**src/design/apmc_pkg.sv**
```systemverilog
package apmc_pkg;

  // Number of accelerometer axes tracked by default.
  localparam int AXES_DEF = 3;

  // Port widths.
  localparam int IN_TDATA_W  = 120;
  localparam int OUT_TDATA_W = 8;
  localparam int CFG_IDX_W   = 3;
  localparam int CFG_DATA_W  = 16;

  // Timing and scaling constants.
  localparam logic [7:0] SAMPLE_ACTIVE_MS = 8'd50;
  localparam logic [7:0] SAMPLE_IDLE_MS   = 8'd200;
  localparam int         MS_PER_S         = 1000;
  localparam int         DEV_SHIFT        = 12;
  localparam int         GRAV_SHIFT       = 3;
  localparam logic [1:0] HIT_MIN          = 2'd2;
  localparam logic [1:0] HIT_MAX          = 2'd3;

  // Register reset values.
  localparam logic [13:0] THRESHOLD_RST      = 14'd200;
  localparam int          ACTIVE_TIMEOUT_RST = 30;
  localparam int          DROWSY_MIN_RST     = 60;
  localparam logic [15:0] WINDOW_RST         = 16'd1000;

  // Output encoding of the power mode.
  localparam logic [1:0] PM_ACTIVE = 2'd0;
  localparam logic [1:0] PM_DROWSY = 2'd1;
  localparam logic [1:0] PM_SLEEP  = 2'd2;

  // Commands carried with each input item.
  typedef enum logic [1:0] {
    CMD_TICK       = 2'd0,
    CMD_WAKE       = 2'd1,
    CMD_SLEEP_DONE = 2'd2,
    CMD_FRAME      = 2'd3
  } cmd_t;

  // Configuration register indexes.
  typedef enum logic [CFG_IDX_W-1:0] {
    CFG_THRESHOLD  = 3'd0,
    CFG_ACT_TMO    = 3'd1,
    CFG_DROWSY_MIN = 3'd2,
    CFG_IMU        = 3'd3,
    CFG_MODE_EN    = 3'd4,
    CFG_WINDOW     = 3'd5
  } cfg_idx_t;

  // Power mode state, one-hot.
  typedef enum logic [2:0] {
    MODE_ACTIVE = 3'b001,
    MODE_DROWSY = 3'b010,
    MODE_SLEEP  = 3'b100
  } mode_t;

  // Converts the internal state to the output code.
  function automatic logic [1:0] mode_code(mode_t m);
    logic [1:0] code;
    case (m)
      MODE_ACTIVE: code = PM_ACTIVE;
      MODE_DROWSY: code = PM_DROWSY;
      MODE_SLEEP:  code = PM_SLEEP;
      default:     code = PM_ACTIVE;
    endcase
    return code;
  endfunction

  // True when timestamp a lies strictly after b on the wrapping time line.
  function automatic logic newer(logic [31:0] a, logic [31:0] b);
    logic [31:0] d;
    d = a - b;
    return (d != 32'd0) && !d[31];
  endfunction

endpackage

```
**src/design/activity_power_mode_controller.sv**
```systemverilog
// Activity power mode controller: every input item (tick, wake, light sleep done or
// frame window) yields exactly one result item carrying the power mode, the full
// power hold, the recent motion flag and whether a mode was entered. An item is
// taken into an input register and its whole update is done in one pass of logic
// into the result register, so the block accepts one item per clock cycle while
// the output is not stalled. The result item is offered from the result register
// once it has moved on from the input register; a stalled result holds the
// item behind it in the input register, and the input is refused only while both
// registers are full.
// The clock rate is set by that single pass, whose longest path runs through the axis
// deviation, the mg scaling multiplier and the timeout compares. Configuration
// writes are registered directly; the timeouts are held pre-scaled to milliseconds.
module activity_power_mode_controller #(
  parameter int AXES = apmc_pkg::AXES_DEF
) (
  input  logic                              clk,
  input  logic                              rst_n,
  input  logic                              in_tvalid,
  output logic                              in_tready,
  // From bit 0: now_ms[31:0], touch_time[31:0], accel_valid, accel_x[15:0],
  // accel_y[15:0], accel_z[15:0], woke_by_timeout, allow_sleep, zero fill.
  input  logic [apmc_pkg::IN_TDATA_W-1:0]   in_tdata,
  // From bit 0: command[1:0].
  input  logic [1:0]                        in_tuser,
  output logic                              out_tvalid,
  input  logic                              out_tready,
  // From bit 0: power_mode[1:0], hold_full_power, motion_recent, mode_changed,
  // zero fill.
  output logic [apmc_pkg::OUT_TDATA_W-1:0]  out_tdata,
  input  logic                              cfg_wr_en,
  input  logic [apmc_pkg::CFG_IDX_W-1:0]    cfg_index,
  input  logic [apmc_pkg::CFG_DATA_W-1:0]   cfg_wdata
);
  import apmc_pkg::*;

  localparam int NOW_LSB   = 0;
  localparam int TOUCH_LSB = 32;
  localparam int AV_BIT    = 64;
  localparam int ACC_LSB   = 65;
  localparam int WOKE_BIT  = 113;
  localparam int ALLOW_BIT = 114;

  // Configuration registers.
  logic [13:0] threshold_r;
  logic [25:0] act_tmo_ms_r;
  logic [25:0] drowsy_ms_r;
  logic        imu_r;
  logic        mode_en_r;
  logic [15:0] window_r;

  // Input register.
  logic                  s1_valid_r;
  logic [IN_TDATA_W-1:0] s1_data_r;
  cmd_t                  s1_cmd_r;
  logic                  advance;

  // Result register.
  logic                   out_valid_r;
  logic                   out_valid_nxt;
  logic [OUT_TDATA_W-1:0] out_data_r;
  logic [OUT_TDATA_W-1:0] out_data_nxt;

  // Controller state.
  mode_t       mode_r, mode_nxt;
  logic [31:0] mode_since_r, mode_since_nxt;
  logic [31:0] last_act_r, last_act_nxt;
  logic [31:0] last_motion_r, last_motion_nxt;
  logic [31:0] last_sample_r, last_sample_nxt;
  logic        grav_ready_r, grav_ready_nxt;
  logic [1:0]  hit_count_r, hit_count_nxt;
  logic        hold_r, hold_nxt;
  logic signed [15:0] grav_r   [AXES];
  logic signed [15:0] grav_nxt [AXES];

  // Unpacked fields of the held item.
  logic [31:0]        now_ms;
  logic [31:0]        touch_time;
  logic               accel_valid;
  logic               woke_by_timeout;
  logic               allow_sleep;
  logic signed [15:0] accel [AXES];

  // Deviation path.
  logic signed [16:0] dev      [AXES];
  logic signed [16:0] dev_step [AXES];
  logic [15:0]        dev_abs  [AXES];
  logic signed [15:0] grav_upd [AXES];
  logic [15:0]        dev_max;
  logic [25:0]        dev_prod;
  logic               is_motion;

  logic       changed;
  logic       motion_recent;
  logic [7:0] period;
  logic [1:0] hit_inc;

  assign advance   = s1_valid_r && (!out_valid_r || out_tready);
  assign in_tready = !s1_valid_r || advance;

  assign now_ms          = s1_data_r[NOW_LSB +: 32];
  assign touch_time      = s1_data_r[TOUCH_LSB +: 32];
  assign accel_valid     = s1_data_r[AV_BIT];
  assign woke_by_timeout = s1_data_r[WOKE_BIT];
  assign allow_sleep     = s1_data_r[ALLOW_BIT];

  // Configuration writes; the two timeouts are stored in milliseconds.
  always_ff @(posedge clk) begin
    if (!rst_n) begin
      threshold_r  <= THRESHOLD_RST;
      act_tmo_ms_r <= 26'(ACTIVE_TIMEOUT_RST * MS_PER_S);
      drowsy_ms_r  <= 26'(DROWSY_MIN_RST * MS_PER_S);
      imu_r        <= 1'b1;
      mode_en_r    <= 1'b1;
      window_r     <= WINDOW_RST;
    end else if (cfg_wr_en) begin
      case (cfg_idx_t'(cfg_index))
        CFG_THRESHOLD:  threshold_r  <= cfg_wdata[13:0];
        CFG_ACT_TMO:    act_tmo_ms_r <= 26'(cfg_wdata) * 26'(MS_PER_S);
        CFG_DROWSY_MIN: drowsy_ms_r  <= 26'(cfg_wdata) * 26'(MS_PER_S);
        CFG_IMU:        imu_r        <= cfg_wdata[0];
        CFG_MODE_EN:    mode_en_r    <= cfg_wdata[0];
        CFG_WINDOW:     window_r     <= cfg_wdata;
        default: ;
      endcase
    end
  end

  // Input register: takes an item whenever it is empty or the held one moves on.
  always_ff @(posedge clk) begin
    if (!rst_n) begin
      s1_valid_r <= 1'b0;
    end else if (in_tready) begin
      s1_valid_r <= in_tvalid;
    end
  end

  always_ff @(posedge clk) begin
    if (in_tready && in_tvalid) begin
      s1_data_r <= in_tdata;
      s1_cmd_r  <= cmd_t'(in_tuser);
    end
  end

  // Per-axis deviation from the gravity estimate, its magnitude and the low-pass step.
  always_comb begin
    dev_max = 16'd0;
    for (int i = 0; i < AXES; i++) begin
      accel[i]    = s1_data_r[ACC_LSB + 16*i +: 16];
      dev[i]      = {accel[i][15], accel[i]} - {grav_r[i][15], grav_r[i]};
      dev_abs[i]  = dev[i][16] ? 16'(-dev[i]) : dev[i][15:0];
      // The arithmetic shift rounds the step towards minus infinity.
      dev_step[i] = dev[i] >>> GRAV_SHIFT;
      grav_upd[i] = grav_r[i] + dev_step[i][15:0];
      if (dev_abs[i] > dev_max) begin
        dev_max = dev_abs[i];
      end
    end
  end

  // Scale the largest deviation to mg and compare with the threshold.
  assign dev_prod  = 26'(dev_max) * 26'(MS_PER_S);
  assign is_motion = dev_prod[25:DEV_SHIFT] >= threshold_r;
  assign hit_inc   = (hit_count_r == HIT_MAX) ? HIT_MAX : hit_count_r + 2'd1;

  // Next state for the held item.
  always_comb begin
    mode_nxt        = mode_r;
    mode_since_nxt  = mode_since_r;
    last_act_nxt    = last_act_r;
    last_motion_nxt = last_motion_r;
    last_sample_nxt = last_sample_r;
    grav_ready_nxt  = grav_ready_r;
    hit_count_nxt   = hit_count_r;
    hold_nxt        = hold_r;
    changed         = 1'b0;
    period          = (mode_r == MODE_ACTIVE) ? SAMPLE_ACTIVE_MS : SAMPLE_IDLE_MS;
    for (int i = 0; i < AXES; i++) begin
      grav_nxt[i] = grav_r[i];
    end

    case (s1_cmd_r)
      CMD_TICK: begin
        // Touch counts only when it is newer than the last activity.
        if (touch_time != 32'd0 && newer(touch_time, last_act_r)) begin
          last_act_nxt = touch_time;
        end
        // Sample slot; an invalid reading uses it up and changes nothing else.
        if (imu_r && (now_ms - last_sample_r) >= {24'd0, period}) begin
          last_sample_nxt = now_ms;
          if (accel_valid) begin
            if (!grav_ready_r) begin
              for (int i = 0; i < AXES; i++) begin
                grav_nxt[i] = accel[i];
              end
              grav_ready_nxt = 1'b1;
            end else begin
              for (int i = 0; i < AXES; i++) begin
                grav_nxt[i] = grav_upd[i];
              end
              if (is_motion) begin
                hit_count_nxt = hit_inc;
                if (hit_inc >= HIT_MIN) begin
                  last_motion_nxt = now_ms;
                  last_act_nxt    = now_ms;
                end
              end else begin
                hit_count_nxt = 2'd0;
              end
            end
          end
        end
        // Timeout driven mode changes.
        if (mode_en_r) begin
          case (mode_r)
            MODE_ACTIVE: begin
              if ((now_ms - last_act_nxt) >= {6'd0, act_tmo_ms_r}) begin
                mode_nxt = MODE_DROWSY;
                changed  = 1'b1;
              end
            end
            MODE_DROWSY: begin
              if (newer(last_act_nxt, mode_since_r)) begin
                mode_nxt = MODE_ACTIVE;
                changed  = 1'b1;
              end else if ((now_ms - mode_since_r) >= {6'd0, drowsy_ms_r}) begin
                mode_nxt = MODE_SLEEP;
                changed  = 1'b1;
              end
            end
            default: ;
          endcase
        end
      end
      CMD_WAKE: begin
        last_act_nxt    = now_ms;
        last_motion_nxt = now_ms;
        mode_nxt        = MODE_ACTIVE;
        changed         = 1'b1;
      end
      CMD_SLEEP_DONE: begin
        hold_nxt = 1'b0;
        if (imu_r && !woke_by_timeout) begin
          grav_ready_nxt = 1'b0;
          hit_count_nxt  = 2'd0;
        end
      end
      CMD_FRAME: begin
        if (mode_r == MODE_DROWSY) begin
          hold_nxt = !allow_sleep;
        end
      end
      default: ;
    endcase

    // Entering a mode restarts its timer and sets the hold, or clears it for SLEEP.
    if (changed) begin
      mode_since_nxt = now_ms;
      hold_nxt       = (mode_nxt != MODE_SLEEP);
    end
  end

  assign motion_recent = (last_motion_nxt != 32'd0) &&
                         ((now_ms - last_motion_nxt) <= {16'd0, window_r});

  assign out_data_nxt  = {3'd0, changed, motion_recent, hold_nxt, mode_code(mode_nxt)};
  assign out_valid_nxt = advance || (out_valid_r && !out_tready);

  // State update when the item moves into the result register.
  always_ff @(posedge clk) begin
    if (!rst_n) begin
      mode_r        <= MODE_ACTIVE;
      mode_since_r  <= 32'd0;
      last_act_r    <= 32'd0;
      last_motion_r <= 32'd0;
      last_sample_r <= 32'd0;
      grav_ready_r  <= 1'b0;
      hit_count_r   <= 2'd0;
      hold_r        <= 1'b1;
      out_valid_r   <= 1'b0;
    end else begin
      out_valid_r <= out_valid_nxt;
      if (advance) begin
        mode_r        <= mode_nxt;
        mode_since_r  <= mode_since_nxt;
        last_act_r    <= last_act_nxt;
        last_motion_r <= last_motion_nxt;
        last_sample_r <= last_sample_nxt;
        grav_ready_r  <= grav_ready_nxt;
        hit_count_r   <= hit_count_nxt;
        hold_r        <= hold_nxt;
      end
    end
  end

  // Gravity estimate and result payload carry no reset.
  always_ff @(posedge clk) begin
    if (advance) begin
      out_data_r <= out_data_nxt;
      for (int i = 0; i < AXES; i++) begin
        grav_r[i] <= grav_nxt[i];
      end
    end
  end

  assign out_tvalid = out_valid_r;
  assign out_tdata  = out_data_r;

endmodule

```
**config.mk**
```make
export PLATFORM = sky130hd
export DESIGN_NAME = activity_power_mode_controller
export DESIGN_NICKNAME = d
export VERILOG_FILES = /design/src/design/apmc_pkg.sv /design/src/design/activity_power_mode_controller.sv
export SDC_FILE = /design/constraint.sdc
export NUM_CORES = 2
export LEC_CHECK = 0
export BUFFER_PORTS_ARGS = -buffer_cell sky130_fd_sc_hd__buf_2
export CAP_MARGIN = 20
export CORE_AREA = 2 2 313 315
export CTS_CLUSTER_DIAMETER = 80
export CTS_CLUSTER_SIZE = 25
export DETAILED_ROUTE_END_ITERATION = 8
export DIE_AREA = 0 0 315 317
export PLACE_DENSITY = 0.6
export SLEW_MARGIN = 25
export SYNTH_ARGS = -nofsm -noshare
export SYNTH_HDL_FRONTEND = slang
export SYNTH_SLANG_ARGS = --single-unit
```
**constraint.sdc**
```tcl
create_clock -name clk -period 33.7 [get_ports clk]
set_clock_uncertainty 0.05 [all_clocks]
set_input_delay 1.685 -clock clk [delete_from_list [all_inputs] [get_ports clk]]
set_output_delay 1.685 -clock clk [all_outputs]
set_load 0.1 [all_outputs]
```
# ---- Word level (Yosys, flattened, before mapping)
# Memories as Yosys holds them, arrays and structs flattened.
# Cells that the tools add are included.
dict set report word_totals {
  memories 1
  romBits 0
  mem_bits_rw 48
  wordCells 157
  reg_bits 337
  latchBits 0
}
dict set report classes {
  n_addsub 16
  n_div 0
  mul 2
  n_reduce_logical 38
  bitwise_logic 0
  muxes 54
  order_cmp 9
  shifts 0
  n_eq_ne 18
}
# name words width rd rd_ports_with_merged_regs write_ports line_no
set mem_list {}
lappend mem_list {grav_r 3 16 3 0 3 activity_power_mode_controller.sv:72} ;# logic signed [15:0] grav_r [AXES];
# cell count
set op_table {}
lappend op_table {{2-to-1 mux 32 bit} 12}
lappend op_table {{2-to-1 mux 48 bit} 4}
lappend op_table {{subtractor 32 bit} 6}
lappend op_table {{one-hot mux 32 bit (2 select lines)} 2}
lappend op_table {{nonzero test 32 bit} 4}
lappend op_table {{2-to-1 mux 16 bit} 6}
lappend op_table {{greater-or-equal comparator 32 x 26 -> 1 bit} 2}
lappend op_table {{subtractor 16 x 16 -> 17 bit} 3}
lappend op_table {{adder 16 bit} 3}
lappend op_table {{negator 16 bit} 3}
lappend op_table {{multiplier 16 x 7 -> 23 bit, second input constant} 2}
lappend op_table {{greater-or-equal comparator 32 x 8 -> 1 bit} 1}
lappend op_table {{> comparator 16 bit} 2}
lappend op_table {{<= comparator 32 x 16 -> 1 bit} 1}
lappend op_table {{> comparator 16 x 1 -> 1 bit, second input constant} 1}
lappend op_table {{AND reduction 2 bit} 8}
lappend op_table {{greater-or-equal comparator 14 bit} 1}
lappend op_table {{== test 3 x 2 -> 1 bit, second input constant} 4}
lappend op_table {{2-to-1 mux 2 bit} 6}
lappend op_table {{2-to-1 mux 3 bit} 4}
lappend op_table {{one-hot mux 3 bit (2 select lines)} 2}
lappend op_table {{2-to-1 mux 1 bit} 11}
lappend op_table {{== test 3 bit, second input constant} 3}
lappend op_table {{logical AND 1 bit} 9}
lappend op_table {{18 further kinds} 37}

# ---- Longest topological paths before layout
# An unclocked memory read counts as a cell.
dict set report depth {
  word_depth 26
  depth_mapped 106
  ltp_nobuf 101
}

# ---- Worst setup path after synthesis
# Ideal clock, no wire load.
dict set report synth_path {
  kind {flip-flop to flip-flop}
  from {mem grav_r[0][1]}
  to {reg out_data_r[2] (netlist: out_tdata[2]), data pin}
  path_buffers 5
  period_less_slack_ps 18479
  arrival_time_ps 18283
  setup_ps 146
  t_required_ps 33504
  slack_ps 15221
  stages_incl_launch_ff 97
  cell_sequence {edfxtp_1 -> inv_1 -> ha_1 -> nor2b_1 -> o21ai_0 -> a21boi_0 -> o21ai_0 -> a21boi_0 -> o21ai_0 -> a21boi_0 -> o21ai_0 -> a21boi_0 -> o21ai_0 -> nand2_1 -> xor2_1 -> or3_1 -> o31ai_1 -> xnor2_1 -> [... 61 more ...] -> xnor2_1 -> ha_1 -> nor2b_1 -> o21ai_0 -> nand2b_1 -> a21oi_1 -> nor2b_1 -> o21ai_0 -> nand2b_1 -> a21oi_1 -> o21ai_0 -> nand4b_1 -> nor2_1 -> nand3_1 -> o311a_1 -> a41oi_1 -> or3_1 -> a21boi_1}
}
# element line_no
set synth_lines {}
lappend synth_lines {{from (decl)} activity_power_mode_controller.sv:72}
lappend synth_lines {{to (signal assigned)} activity_power_mode_controller.sv:298} ;# out_data_r <= out_data_nxt;
lappend synth_lines {{to (decl)} activity_power_mode_controller.sv:60} ;# logic [OUT_TDATA_W-1:0] out_data_r;

==> flow_summary.yaml <==
outcome:
  status: "finished clean"
finish:
  nets: 5454
  layout_common_cells: "inv_1, ha_1, nand2_1, a21oi_1, nor2_1"
  areaGrowthSynthToFinish_pct: 9.263
  final_common_cell: "inv_1"
  nFillCells: 9650
  drive_above_1_share_pct: 7.697
worst_setup_path:
  critPathMaxFanout: 19
  worst_ep_required_time_ps: 34170
  crit_type: "reg -> reg"
  crit_slowest_cell: "o41ai_1"
  cp-start-kind: "register"
  crit_family: "compound AO/OA/AOI/OAI gates"
  cp-end-kind: "register"
  crit_path_frequent_cell: "o21ai_0"
  crit_buf_inv: 6
  cp.arrival_ps: 22610
  slowest_delay_ps: 660
detailed_routing:
  wirelength_um: 107700
  post-route-drc-count: 0
  wl_per_cell_um: 17.94
  ant_nets: 0
  drtPass1Iterations: 8
  drt_iter0_drc: 2211
  via_count: 32677
  viasPerCell: 5.441
global_route:
  grt_pass1_vias: 31442
  grt_max_degree: 130
  grt_overflow: 0
  groute.usage.overall_pct: 21.33
  antenna_found_initial: 6
  grt_pass1_wl_um: 170700
sta:
  rsz0062_at_grt: "no"
  slew_headroom_pct: 32.29
  finalHoldViolCount: 0
  period_needed_ps: 22140
  max_freq_mhz: 45.17
  fin_crit_sh_pct: 65.70
  drv_slew: 0
  setup_viol: 0
  worst_pin_slew_ps: 1013
  final.setup.tns_ps: 0
clock_tree:
  clockBufferDepth: 3
  htreeDepth: 2
  cts_tree: "built"
  cts_buffers: 35
  cts_hold_buf: 0
  cts_setup_buffers: 0
  cts_resized: 0
  cts_sinks: 385
  clkLatencyLatePin_ps: 630
  clk_pin_slew_worst_paths_ps: 90
  root_buffer: "clkbuf_16"
synth:
  synth_cell_types: 100
  syn_inst: 4590
  ys_ff_latch: 385
  synth.area.top_cells: "ha_1, edfxtp_1, dfxtp_1, fa_1, inv_1"
  synth-main-ff-cell: "dfxtp_1"
  yosys_warnings: 0
  synth_top_area_share_pct: 16.06
  synthArstFlopShare_pct: 0
  avgSynthCellArea_um2: 8.369
  seq_area_frac_synth_pct: 24.49
  synth_area_um2: 38420
  synth-edff-count: 170
  yosysTopAreaCell: "ha_1"
die:
  io_pins: 156
  die_width_um: 315
  die_h_um: 317
  rows: 114
  design.die.area_um2: 99860
  core_um2: 96280
  initial_core_util_pct: 39.90
job:
  cap_violations: 0
placed_design:
  routabilityCongestion: 0.9054
  port_buffers: 147
  dp_hpwl_um: 82740
hold_path:
  min_path_type: "reg -> reg"
stage by stage:
stage / utilization [%] / hold WS, ps / setup slack [ps] / area, um^2 / std cells
floorplan: - / 386.3 / 15220 / 38420 / 4592
global placement: 42.25 / 394.1 / 11910 / 40680 / 5942
detailed placement: 42.25 / 396.5 / 11700 / 40680 / 5942
CTS: 43.59 / 407.8 / 11640 / 41970 / 6005
global route: 43.59 / 425.5 / 9765 / 41970 / 6005
finish: 43.60 / 405.5 / 11560 / 41970 / 6006
registers in the layout (all words and copies together), names as in the netlist:
name           count
s1_cmd_r           2
s1_valid_r         1
grav_ready_r       1
mode_en_r          1
threshold_r       14
act_tmo_ms_r      23
last_act_r        32
hold_r             1
hit_count_r        2
s1_data_r        115
window_r          16
drowsy_ms_r       23
last_motion_r     32
imu_r              1
last_sample_r     32
out_tvalid         1
mode_since_r      32
mode_r             3
out_tdata          5
grav_r            48
logic make-up after synthesis:
family          after synthesis  synth area share (%)
flops                       385                 24.49
mux                         202                 5.426
fa+ha+maj                   608                 21.98
compound gates             1140                 19.20
buf+inv                     688                 6.872
xor+xnor                    252                 5.765
other cells                   1              0.009762
simple gates               1314                 16.26
cell usage after synthesis, drive strengths merged, types with 15 or more instances:
master  number
inv        559
o21a        46
or3         35
o211ai      50
clkbuf     107
and3        29
nand3       71
a21boi      35
o21bai      56
a211oi      49
ha         493
nor3b       17
mux2i      152
nand4       46
buf         21
fa         112
mux2        50
edfxtp     170
a21o        88
xor2        65
nor3        71
nor4        49
dfxtp      215
o31ai       23
nand2      452
nor2       331
nor2b       68
or2         15
xnor2      187
a21oi      352
o21ai      236
a31oi       26
nand2b      62
a311oi      39
routing by layer:
layer  vias to the layer above  routed length [um]  track usage (%)
met3                       152                4282            1.930
met2                       692               51640            37.33
met4                         0                3195            6.201
met5                         -                   0                0
li1                      16467                   -                -
met1                     15366               48620            27.91
cell type report:
class / instances / area [um^2] / area share [%]
Inverter: 560 / 2110 / 5.026
Timing Repair Buffer: 202 / 1149 / 2.736
Multi-Input combinational cell: 3519 / 26420 / 62.94
Sequential cell: 385 / 9410 / 22.42
Antenna cell: 1 / 2.502 / 0.005962
Clock inverter: 23 / 351.6 / 0.8376
Clock buffer: 40 / 935.9 / 2.230
Tap cell: 1276 / 1597 / 3.804
final timing paths:
check	from	end	slack, ps	depth (start not counted)
worst max-delay path	grav_r[0][1]	hold_r	11560	93
worst min-delay path	window_r[11]	window_r[11]	410	2
worst max register to register	grav_r[0][1]	hold_r	11560	93
worst min register to register	window_r[11]	window_r[11]	410	2
worst reg2reg max path: cells and delay by family, from the launching register on:
| kind | cells | cell delay, ps |
|---|---|---|
| AOI/OAI and AO/OA | 47 | 11660 |
| adders and majority gates | 10 | 3380 |
| xor gates and xnor gates | 5 | 850 |
| and+or+nand+nor | 25 | 4790 |
| buffers and inverters | 6 | 880 |
| DFF | 1 | 460 |
Power is not shown: default switching activity piles up to over one toggle a cycle in this logic, so the estimate is an artifact.
